File: config.mk
export PLATFORM = sky130hd
export DESIGN_NAME = periodic_task_timer_bank_flat
export DESIGN_NICKNAME = d
export VERILOG_FILES = /design/src/rtl/ptt_pkg.sv /design/src/rtl/ptt_cmd_if.sv /design/src/rtl/ptt_rsp_if.sv /design/src/rtl/ptt_slot_mem.sv /design/src/rtl/ptt_rem_unit.sv /design/src/rtl/periodic_task_timer_bank.sv /design/src/flat_wrapper.sv
export SDC_FILE = /design/constraint.sdc
export NUM_CORES = 2
export LEC_CHECK = 0
export BUFFER_PORTS_ARGS = -buffer_cell sky130_fd_sc_hd__buf_2
export CORE_UTILIZATION = 65
export DETAILED_ROUTE_END_ITERATION = 8
export PLACE_DENSITY = 0.92
export SLEW_MARGIN = 20
export SYNTH_ARGS = -nofsm -noshare
export SYNTH_HDL_FRONTEND = slang
export SYNTH_SLANG_ARGS = --single-unit
File: constraint.sdc
create_clock -name clk -period 16.59 [get_ports clk]
set_input_delay 2.4885 -clock clk [delete_from_list [all_inputs] [get_ports clk]]
set_output_delay 2.4885 -clock clk [all_outputs]
set_load 0.005 [all_outputs]
File: src/rtl/ptt_pkg.sv
package ptt_pkg;

    // Default table size
    localparam int NUM_SLOTS_DEF = 16;

    // Datapath width of period and elapsed counts
    localparam int DATA_W = 32;

    // Most results one tick may report
    localparam int MAX_RESULTS = 16;
    localparam int FIRE_W      = $clog2(MAX_RESULTS + 1);

    // Operation codes
    localparam logic [1:0] OP_TICK     = 2'd0;
    localparam logic [1:0] OP_REGISTER = 2'd1;
    localparam logic [1:0] OP_REMOVE   = 2'd2;

    // Status codes
    localparam logic [1:0] ST_OK        = 2'd0;
    localparam logic [1:0] ST_CAPACITY  = 2'd1;
    localparam logic [1:0] ST_NOT_FOUND = 2'd2;

    typedef struct packed {
        logic [1:0]        operation;
        logic [DATA_W-1:0] tick_delta;
        logic [DATA_W-1:0] task_period;
        logic [3:0]        slot_id;
    } cmd_item_t;

    typedef struct packed {
        logic [1:0] status;
        logic [3:0] slot_index;
        logic       fired;
        logic       last;
    } rsp_item_t;

    // One stored slot: period and elapsed count
    typedef struct packed {
        logic [DATA_W-1:0] period;
        logic [DATA_W-1:0] accum;
    } slot_entry_t;

    // Remainder unit result
    typedef struct packed {
        logic              done;
        logic [DATA_W-1:0] remainder;
    } rem_rsp_t;

endpackage

File: src/rtl/ptt_cmd_if.sv
interface ptt_cmd_if;

    logic                  valid;
    logic                  ready;
    ptt_pkg::cmd_item_t    payload;

    modport source (output valid, output payload, input ready);
    modport sink   (input valid, input payload, output ready);

endinterface

File: src/rtl/ptt_rsp_if.sv
interface ptt_rsp_if;

    logic                  valid;
    logic                  ready;
    ptt_pkg::rsp_item_t    payload;

    modport source (output valid, output payload, input ready);
    modport sink   (input valid, input payload, output ready);

endinterface

File: src/rtl/ptt_slot_mem.sv
module ptt_slot_mem #(
    parameter int DEPTH  = ptt_pkg::NUM_SLOTS_DEF,
    parameter int ADDR_W = 4
) (
    input  logic                  clk,
    input  logic                  rd_en,
    input  logic [ADDR_W-1:0]     rd_addr,
    output ptt_pkg::slot_entry_t  rd_data,
    input  logic                  wr_en,
    input  logic [ADDR_W-1:0]     wr_addr,
    input  ptt_pkg::slot_entry_t  wr_data
);

    ptt_pkg::slot_entry_t slot_mem [DEPTH];
    ptt_pkg::slot_entry_t rd_data_reg;

    // Write port
    always_ff @(posedge clk)
    begin
        if (wr_en)
        begin
            slot_mem[wr_addr] <= wr_data;
        end
    end

    // Registered read port; hold data between reads
    always_ff @(posedge clk)
    begin
        if (rd_en)
        begin
            rd_data_reg <= slot_mem[rd_addr];
        end
    end

    assign rd_data = rd_data_reg;

endmodule

File: src/rtl/ptt_rem_unit.sv
module ptt_rem_unit (
    input  logic                          clk,
    input  logic                          rst_n,
    input  logic                          start,
    input  logic [ptt_pkg::DATA_W-1:0]    dividend,
    input  logic [ptt_pkg::DATA_W-1:0]    divisor,
    output ptt_pkg::rem_rsp_t             rsp
);

    localparam int W     = ptt_pkg::DATA_W;
    localparam int CNT_W = $clog2(W + 1);

    logic             busy_reg, busy_next;
    logic             done_reg, done_next;
    logic [CNT_W-1:0] cnt_reg, cnt_next;
    logic [W-1:0]     rem_reg, rem_next;
    logic [W-1:0]     dvd_reg, dvd_next;
    logic [W-1:0]     dvs_reg, dvs_next;
    logic [W:0]       trial;
    logic [W:0]       diff;

    // One restoring step: shift in the next dividend bit, subtract if it fits
    assign trial = {rem_reg, dvd_reg[W-1]};
    assign diff  = trial - {1'b0, dvs_reg};

    always_comb
    begin
        busy_next = busy_reg;
        done_next = 1'b0;
        cnt_next  = cnt_reg;
        rem_next  = rem_reg;
        dvd_next  = dvd_reg;
        dvs_next  = dvs_reg;
        if (start)
        begin
            busy_next = 1'b1;
            cnt_next  = CNT_W'(W);
            rem_next  = '0;
            dvd_next  = dividend;
            dvs_next  = divisor;
        end
        else if (busy_reg)
        begin
            rem_next = diff[W] ? trial[W-1:0] : diff[W-1:0];
            dvd_next = {dvd_reg[W-2:0], 1'b0};
            cnt_next = cnt_reg - CNT_W'(1);
            if (cnt_reg == CNT_W'(1))
            begin
                busy_next = 1'b0;
                done_next = 1'b1;
            end
        end
    end

    always_ff @(posedge clk or negedge rst_n)
    begin
        if (!rst_n)
        begin
            busy_reg <= 1'b0;
            done_reg <= 1'b0;
            cnt_reg  <= '0;
        end
        else
        begin
            busy_reg <= busy_next;
            done_reg <= done_next;
            cnt_reg  <= cnt_next;
        end
    end

    always_ff @(posedge clk)
    begin
        rem_reg <= rem_next;
        dvd_reg <= dvd_next;
        dvs_reg <= dvs_next;
    end

    assign rsp.done      = done_reg;
    assign rsp.remainder = rem_reg;

endmodule

File: src/rtl/periodic_task_timer_bank.sv
// Periodic task timer bank: a table of NUM_SLOTS periodic task slots.
// cmd (sink) takes one beat per operation: tick with an elapsed time,
// register with a period, or remove with slot_id. rsp (source) returns the
// result beats; the final beat of each operation carries last = 1.
// cmd is ready only between operations; one operation is worked at a time.
// A remove or an unused code goes straight to its final beat. A register
// scans the slots in order for the first free one. A tick walks every slot,
// reads each occupied one, and hands each due slot of nonzero period to the
// remainder unit, which works one bit per cycle over D = 32 steps; a due
// slot of period 0 fires without it.
// Period and elapsed count live in a single-port-read slot memory; the
// in-use bits are flip-flops. A tick reports at most 16 firings, but all
// due slots still update.
// Reset clears the in-use bits and control state; no clearing pass runs.
// A stalled rsp holds the walk only when a second firing beat is ready;
// the next cmd beat is taken while the last result beat still waits.
module periodic_task_timer_bank #(
    parameter int NUM_SLOTS = ptt_pkg::NUM_SLOTS_DEF
) (
    input  logic      clk,
    input  logic      rst_n,
    ptt_cmd_if.sink   cmd,
    ptt_rsp_if.source rsp
);

    localparam int W      = ptt_pkg::DATA_W;
    localparam int SLOT_W = (NUM_SLOTS > 1) ? $clog2(NUM_SLOTS) : 1;
    localparam int CNT_W  = $clog2(NUM_SLOTS + 1);
    localparam int FIRE_W = ptt_pkg::FIRE_W;

    typedef enum logic [2:0] {
        S_IDLE,
        S_FIND,
        S_TSCAN,
        S_TRD,
        S_TDIV,
        S_TFIRE,
        S_FINAL
    } state_t;

    state_t                 state_reg, state_next;
    logic [1:0]             op_reg, op_next;
    logic [W-1:0]           elapsed_reg, elapsed_next;
    logic [W-1:0]           period_reg, period_next;
    logic [CNT_W-1:0]       idx_reg, idx_next;
    logic [NUM_SLOTS-1:0]   in_use_reg, in_use_next;
    logic                   pend_valid_reg, pend_valid_next;
    logic [3:0]             pend_idx_reg, pend_idx_next;
    logic [FIRE_W-1:0]      fire_cnt_reg, fire_cnt_next;
    logic                   rsp_valid_reg, rsp_valid_next;
    ptt_pkg::rsp_item_t     rsp_reg, rsp_next;
    ptt_pkg::rsp_item_t     final_reg, final_next;

    logic                   cmd_acc;
    logic                   out_free;
    logic                   idx_end;
    logic [SLOT_W-1:0]      idx_slot;
    logic [SLOT_W+3:0]      slot_ext;
    logic [3:0]             idx4;
    logic [SLOT_W+3:0]      id_ext;
    logic [SLOT_W-1:0]      id_slot;
    logic                   id_hit;
    logic [W-1:0]           sum;

    logic                   rd_en;
    ptt_pkg::slot_entry_t   rd_data;
    logic                   wr_en;
    logic [SLOT_W-1:0]      wr_addr;
    ptt_pkg::slot_entry_t   wr_data;
    logic                   div_start;
    ptt_pkg::rem_rsp_t      rem_rsp;

    ptt_slot_mem #(
        .DEPTH  (NUM_SLOTS),
        .ADDR_W (SLOT_W)
    ) u_mem (
        .clk     (clk),
        .rd_en   (rd_en),
        .rd_addr (idx_slot),
        .rd_data (rd_data),
        .wr_en   (wr_en),
        .wr_addr (wr_addr),
        .wr_data (wr_data)
    );

    ptt_rem_unit u_rem (
        .clk      (clk),
        .rst_n    (rst_n),
        .start    (div_start),
        .dividend (sum),
        .divisor  (rd_data.period),
        .rsp      (rem_rsp)
    );

    assign cmd_acc  = cmd.valid && cmd.ready;
    assign out_free = !rsp_valid_reg || rsp.ready;
    assign idx_end  = (idx_reg == CNT_W'(NUM_SLOTS));
    assign idx_slot = idx_reg[SLOT_W-1:0];
    assign slot_ext = (SLOT_W + 4)'(idx_slot);
    assign idx4     = slot_ext[3:0];
    assign id_ext   = (SLOT_W + 4)'(cmd.payload.slot_id);
    assign id_slot  = id_ext[SLOT_W-1:0];
    assign id_hit   = (32'(cmd.payload.slot_id) < 32'(NUM_SLOTS)) && in_use_reg[id_slot];
    assign sum      = rd_data.accum + elapsed_reg;

    always_comb
    begin
        state_next      = state_reg;
        op_next         = op_reg;
        elapsed_next    = elapsed_reg;
        period_next     = period_reg;
        idx_next        = idx_reg;
        in_use_next     = in_use_reg;
        pend_valid_next = pend_valid_reg;
        pend_idx_next   = pend_idx_reg;
        fire_cnt_next   = fire_cnt_reg;
        rsp_valid_next  = rsp_valid_reg && !rsp.ready;
        rsp_next        = rsp_reg;
        final_next      = final_reg;
        rd_en           = 1'b0;
        wr_en           = 1'b0;
        wr_addr         = idx_slot;
        wr_data         = '0;
        div_start       = 1'b0;

        unique case (state_reg)
            S_IDLE:
            begin
                // Latch the beat and dispatch on operation
                if (cmd_acc)
                begin
                    op_next       = cmd.payload.operation;
                    elapsed_next  = cmd.payload.tick_delta;
                    period_next   = cmd.payload.task_period;
                    idx_next      = '0;
                    fire_cnt_next = '0;
                    unique case (cmd.payload.operation)
                        ptt_pkg::OP_TICK:
                        begin
                            pend_valid_next = 1'b0;
                            state_next      = S_TSCAN;
                        end
                        ptt_pkg::OP_REGISTER:
                        begin
                            state_next = S_FIND;
                        end
                        ptt_pkg::OP_REMOVE:
                        begin
                            if (id_hit)
                            begin
                                in_use_next[id_slot] = 1'b0;
                                wr_en                = 1'b1;
                                wr_addr              = id_slot;
                                final_next           = '{ptt_pkg::ST_OK,
                                    cmd.payload.slot_id, 1'b0, 1'b1};
                            end
                            else
                            begin
                                final_next = '{ptt_pkg::ST_NOT_FOUND,
                                    cmd.payload.slot_id, 1'b0, 1'b1};
                            end
                            state_next = S_FINAL;
                        end
                        default:
                        begin
                            final_next = '{ptt_pkg::ST_OK, 4'd0, 1'b0, 1'b1};
                            state_next = S_FINAL;
                        end
                    endcase
                end
            end

            S_FIND:
            begin
                // Scan for the lowest free slot
                if (idx_end)
                begin
                    final_next = '{ptt_pkg::ST_CAPACITY, 4'd0, 1'b0, 1'b1};
                    state_next = S_FINAL;
                end
                else if (!in_use_reg[idx_slot])
                begin
                    in_use_next[idx_slot] = 1'b1;
                    wr_en                 = 1'b1;
                    wr_data               = '{period_reg, {W{1'b0}}};
                    final_next            = '{ptt_pkg::ST_OK, idx4, 1'b0, 1'b1};
                    state_next            = S_FINAL;
                end
                else
                begin
                    idx_next = idx_reg + CNT_W'(1);
                end
            end

            S_TSCAN:
            begin
                // Walk occupied slots; close the tick at the end
                if (idx_end)
                begin
                    if (pend_valid_reg)
                    begin
                        final_next = '{ptt_pkg::ST_OK, pend_idx_reg, 1'b1, 1'b1};
                    end
                    else
                    begin
                        final_next = '{ptt_pkg::ST_OK, 4'd0, 1'b0, 1'b1};
                    end
                    pend_valid_next = 1'b0;
                    state_next      = S_FINAL;
                end
                else if (in_use_reg[idx_slot])
                begin
                    rd_en      = 1'b1;
                    state_next = S_TRD;
                end
                else
                begin
                    idx_next = idx_reg + CNT_W'(1);
                end
            end

            S_TRD:
            begin
                // Advance the count; hand due slots of nonzero period to the remainder unit
                if (rd_data.period == '0)
                begin
                    state_next = S_TFIRE;
                end
                else if (sum >= rd_data.period)
                begin
                    div_start  = 1'b1;
                    state_next = S_TDIV;
                end
                else
                begin
                    wr_en      = 1'b1;
                    wr_data    = '{rd_data.period, sum};
                    idx_next   = idx_reg + CNT_W'(1);
                    state_next = S_TSCAN;
                end
            end

            S_TDIV:
            begin
                // Write back the coalesced count
                if (rem_rsp.done)
                begin
                    wr_en      = 1'b1;
                    wr_data    = '{rd_data.period, rem_rsp.remainder};
                    state_next = S_TFIRE;
                end
            end

            S_TFIRE:
            begin
                // Hold one firing back so the final one can carry last; stop reporting at the limit
                if (fire_cnt_reg == FIRE_W'(ptt_pkg::MAX_RESULTS))
                begin
                    idx_next   = idx_reg + CNT_W'(1);
                    state_next = S_TSCAN;
                end
                else if (!pend_valid_reg)
                begin
                    pend_valid_next = 1'b1;
                    pend_idx_next   = idx4;
                    fire_cnt_next   = fire_cnt_reg + FIRE_W'(1);
                    idx_next        = idx_reg + CNT_W'(1);
                    state_next      = S_TSCAN;
                end
                else if (out_free)
                begin
                    rsp_valid_next = 1'b1;
                    rsp_next       = '{ptt_pkg::ST_OK, pend_idx_reg, 1'b1, 1'b0};
                    pend_idx_next  = idx4;
                    fire_cnt_next  = fire_cnt_reg + FIRE_W'(1);
                    idx_next       = idx_reg + CNT_W'(1);
                    state_next     = S_TSCAN;
                end
            end

            S_FINAL:
            begin
                // Send the closing beat once the output register frees
                if (out_free)
                begin
                    rsp_valid_next = 1'b1;
                    rsp_next       = final_reg;
                    state_next     = S_IDLE;
                end
            end

            default:
            begin
                state_next = S_IDLE;
            end
        endcase
    end

    always_ff @(posedge clk or negedge rst_n)
    begin
        if (!rst_n)
        begin
            state_reg      <= S_IDLE;
            op_reg         <= '0;
            elapsed_reg    <= '0;
            period_reg     <= '0;
            idx_reg        <= '0;
            in_use_reg     <= '0;
            pend_valid_reg <= 1'b0;
            pend_idx_reg   <= '0;
            fire_cnt_reg   <= '0;
            rsp_valid_reg  <= 1'b0;
            rsp_reg        <= '0;
            final_reg      <= '0;
        end
        else
        begin
            state_reg      <= state_next;
            op_reg         <= op_next;
            elapsed_reg    <= elapsed_next;
            period_reg     <= period_next;
            idx_reg        <= idx_next;
            in_use_reg     <= in_use_next;
            pend_valid_reg <= pend_valid_next;
            pend_idx_reg   <= pend_idx_next;
            fire_cnt_reg   <= fire_cnt_next;
            rsp_valid_reg  <= rsp_valid_next;
            rsp_reg        <= rsp_next;
            final_reg      <= final_next;
        end
    end

    assign cmd.ready   = (state_reg == S_IDLE);
    assign rsp.valid   = rsp_valid_reg;
    assign rsp.payload = rsp_reg;

    // An accepted beat always starts work
    a_accept_leaves_idle: assert property (@(posedge clk) disable iff (!rst_n)
        cmd_acc |=> state_reg != S_IDLE)
        else $error("accepted beat left the sequencer idle");

    // The remainder unit answers only while the walk waits for it
    a_rem_done_in_div: assert property (@(posedge clk) disable iff (!rst_n)
        rem_rsp.done |-> state_reg == S_TDIV)
        else $error("remainder result outside the divide wait");

    // Reported firings never pass the result limit
    a_fire_cap: assert property (@(posedge clk) disable iff (!rst_n)
        fire_cnt_reg <= FIRE_W'(ptt_pkg::MAX_RESULTS))
        else $error("firing count beyond the result limit");

    // A held-back firing belongs to a tick
    a_pend_tick: assert property (@(posedge clk) disable iff (!rst_n)
        pend_valid_reg |-> op_reg == ptt_pkg::OP_TICK)
        else $error("pending firing outside a tick");

    // A non-final beat only waits while its tick is still open
    a_open_tick: assert property (@(posedge clk) disable iff (!rst_n)
        (rsp_valid_reg && !rsp_reg.last) |->
            (state_reg == S_TSCAN || state_reg == S_TRD || state_reg == S_TDIV ||
             state_reg == S_TFIRE || state_reg == S_FINAL))
        else $error("non-final beat outside an open tick");

endmodule

File: src/flat_wrapper.sv
// flat-port wrapper written by rule: the top's interface ports become plain ports
module periodic_task_timer_bank_flat 
#(
    parameter int NUM_SLOTS = ptt_pkg::NUM_SLOTS_DEF
)
  (clk, rst_n, cmd_valid, cmd_payload, cmd_ready, rsp_valid, rsp_payload, rsp_ready);
  ptt_cmd_if cmd_i ();
  ptt_rsp_if rsp_i ();
  input  logic clk;
  input  logic rst_n;
  input wire logic [$bits(cmd_i.valid)-1:0] cmd_valid;
  input wire logic [$bits(cmd_i.payload)-1:0] cmd_payload;
  output wire logic [$bits(cmd_i.ready)-1:0] cmd_ready;
  output wire logic [$bits(rsp_i.valid)-1:0] rsp_valid;
  output wire logic [$bits(rsp_i.payload)-1:0] rsp_payload;
  input wire logic [$bits(rsp_i.ready)-1:0] rsp_ready;
  assign cmd_i.valid = cmd_valid;
  assign cmd_i.payload = cmd_payload;
  assign cmd_ready = cmd_i.ready;
  assign rsp_valid = rsp_i.valid;
  assign rsp_payload = rsp_i.payload;
  assign rsp_i.ready = rsp_ready;
  periodic_task_timer_bank #(.NUM_SLOTS(NUM_SLOTS)) u_core (.clk(clk), .rst_n(rst_n), .cmd(cmd_i), .rsp(rsp_i));
endmodule
==> results.py <==
metrics = {
    "clock_network": {
        "clk_path_buf_depth": 3,
        "htree_levels": 3,
        "clkTransAtPathRegs_ps": 70,
        "cts_num_sinks": 1307,
        "ctsHoldBuffers": 0,
        "clk_latency_ps": 730,
        "ctsResizeCount": 0,
        "cts_root_buf": "clkbuf_16",
        "cts_buffers": 120,
        "cts_setup_buffers": 0,
        "cts_tree": "built",
    },
    "worst_setup_path": {
        "reg2reg_slack_ps": 8070,
        "path_delay_family": "compound AO/OA/AOI/OAI gates",
        "crit_path_start_kind": "register",
        "reg2reg_from": "u_core.elapsed_reg[0]",
        "cp-end-kind": "register",
        "max_stage_delay_ps": 880,
        "setup.worst_path.start": "u_core.elapsed_reg[0]",
        "cp_slowest_cell": "buf_4",
        "path_common_cell": "a21oi_1",
        "critPathRequiredTime_ps": 16910,
        "r2r-end": "u_core.u_mem.slot_mem[3][25]",
        "cp_num_cells": 26,
        "cp_max_fo": 51,
        "crit_type": "register to register",
        "arrival_ps": 8840,
        "crit_end": "u_core.u_mem.slot_mem[3][25]",
        "r2r_cells": 26,
        "timing.critical_path.buf_inv": 5,
    },
    "cells_and_area": {
        "final_common_cell": "edfxtp_1",
        "largest_reg_flops": 1024,
        "finalNonFillerCells": 4420,
        "fin_util": 0.732,
        "drive_gt1_frac": 0.214,
        "mostFrequentLayoutCells": "1152 x edfxtp_1, 335 x nand2_1, 330 x mux4_2",
        "syn_to_final_growth_pct": 10.8,
        "nets": 3422,
        "final_area_sq_um": 60400,
    },
    "yosys": {
        "synth_area_per_cell_sq_um": 17.4,
        "async_reset_ff_frac": 0.0941,
        "syn_nets": 3317,
        "synthMuxAreaShare": 0.145,
        "synth_compound_area_frac": 0.0535,
        "ys.flop_type": "edfxtp_1",
        "yosysWarningCount": 0,
        "ys_types": 80,
        "ys_seq_elements": 1307,
        "synthAdderAreaFrac": 0.0244,
        "yosys.area_share.simple": 0.0462,
        "synth_top_family_by_area": "multiplexers",
        "syn_area_sq_um": 54500,
        "synthXorXnorAreaFrac": 0.0105,
        "synth_top_cell_by_area": "edfxtp_1",
        "yosysSeqAreaShare": 0.702,
        "synthCells": 3138,
        "synth_edf_count": 1152,
        "synth_area_leaders": "edfxtp_1 63%, mux4_2 14%, dfrtp_1 5.6%, ha_1 2.4%, nand2_1 2.3%",
        "synth.top_cell.area_share": 0.634,
    },
    "floorplan": {
        "die_y_um": 292,
        "dieArea_sq_um": 85100,
        "core-area_sq_um": 82500,
        "initial_utilization": 0.661,
        "die_w_um": 292,
        "rows": 105,
        "num_io_pins": 84,
    },
    "timing": {
        "tightest_slew_ps": 1230,
        "rsz0062_at_grt": "no",
        "fin_crit_sh": 0.514,
        "skew_ps": 43.8,
        "slew_headroom": 0.181,
        "finalSetupViolCount": 0,
        "fmax_mhz": 117,
        "min_period_ps": 8520,
        "hold_viol": 0,
        "tns_ps": 0,
        "maxSlewViolCount": 0,
    },
    "outcome": {
        "outcome": "finished with violations",
        "violations": "DRC",
    },
    "global_route": {
        "grt_pass1_wl_mm": 236,
        "grt_overflow": 0,
        "antenna_found_initial": 11,
        "grt_use_total": 0.392,
        "grt_pass1_vias": 32500,
        "grt_max_degree": 172,
    },
    "power_and_ir_drop": {
        "leakagePower_nw": 21.4,
        "powerDensity_nw_per_um2": 196,
        "power_mw": 11.9,
        "ir_drop_mv": 0.138,
    },
    "place": {
        "place_inst": 4190,
        "dp_hpwl_mm": 90.7,
        "dpl_cell_area_sq_um": 56300,
        "io_buffers": 83,
        "place.gp.congestion": 0.967,
    },
    "detailed_routing": {
        "ant_nets": 0,
        "num_vias": 33200,
        "route.detailed.drc": 4,
        "drt_pass1_iterations": 9,
        "vias_per_cell": 7.52,
        "wire_per_inst_um": 37.0,
        "dr.first_iter.drc_count": 6505,
        "wl_mm": 164,
    },
    "worst_hold_path": {
        "hold_path_class": "register to register",
    },
    "flow_run": {
        "drv_cap": 0,
    },
}
==> cell usage after synthesis, drive strengths merged (22+ instances only) <==
cell    number
a21o        46
a21oi      134
a22o        56
buf         35
clkbuf     120
dfrtp      123
dfxtp       32
edfxtp    1152
ha         103
inv        105
mux2i       35
mux4       330
nand2      337
nand2b      22
nand3       23
nor2        89
o21ai      109
xnor2       40
xor2        23
==> report_power, final <==
part           switching [mW]  total, mW  internal [mW]
sequential              0.475       4.72           4.25
combinational            2.60       4.26           1.67
clock                    1.29       2.88           1.58
total                    4.37       11.9           7.50
==> worst min-delay path, delay by kind of cell, from the launching register on <==
kind | cells | cell delay, ps
flops | 1 | 340
simple gates | 1 | 50
compound gates | 1 | 60
==> area by class of cell <==
type | count | area, sq um
diodes | 2 | 5.00
flip-flops and latches | 1307 | 38300
fillers | 4258 | 22100
inverters | 106 | 403
clock inverters | 72 | 709
well taps | 1070 | 1340
repair buffers | 138 | 891
clock buffers | 155 | 3310
multi-input cells | 1570 | 15400
==> how the worst min path moves through the flow <==
stage / start / endpoint / slack (ps) / cells after the start
6_report: u_core.final_reg[4] / u_core.final_reg[4] / 490 / 2
5_1_grt: u_core.elapsed_reg[26] / u_core.elapsed_reg[26] / 500 / 2
4_1_cts: u_core.elapsed_reg[26] / u_core.elapsed_reg[26] / 490 / 2
3_5_place_dp: u_core.final_reg[4] / u_core.final_reg[4] / 470 / 2
3_3_place_gp: u_core.final_reg[0] / u_core.final_reg[0] / 460 / 1
2_1_floorplan: u_core.final_reg[0] / u_core.final_reg[0] / 430 / 1
==> kinds of logic after synthesis <==
logic type,after synthesis
flip-flops,1307
AND/OR/NAND/NOR,576
AO/OA/AOI/OAI,451
multiplexers,375
buffers and inverters,261
adder cells (fa/ha/maj),105
XOR/XNOR,63
==> through the flow <==
stage               hold slack, ps  setup WS, ps
detailed placement             471          8680
global placement               456          9140
global route                   501          8130
CTS                            487          8330
finish                         488          8070
floorplan                      434          9020
==> per-layer routing <==
metal | wire length (um) | up-vias | GRT usage | part of all wire
li1 | - | 12600 | - | -
met1 | 52900 | 16400 | 0.520 | 0.32
met2 | 74300 | 3475 | 0.589 | 0.45
met3 | 25300 | 781 | 0.127 | 0.15
met4 | 11000 | 16 | 0.204 | 0.067
met5 | 194 | - | 0.00510 | 0.0012
Note: power is estimated with default switching activity, not from simulation.
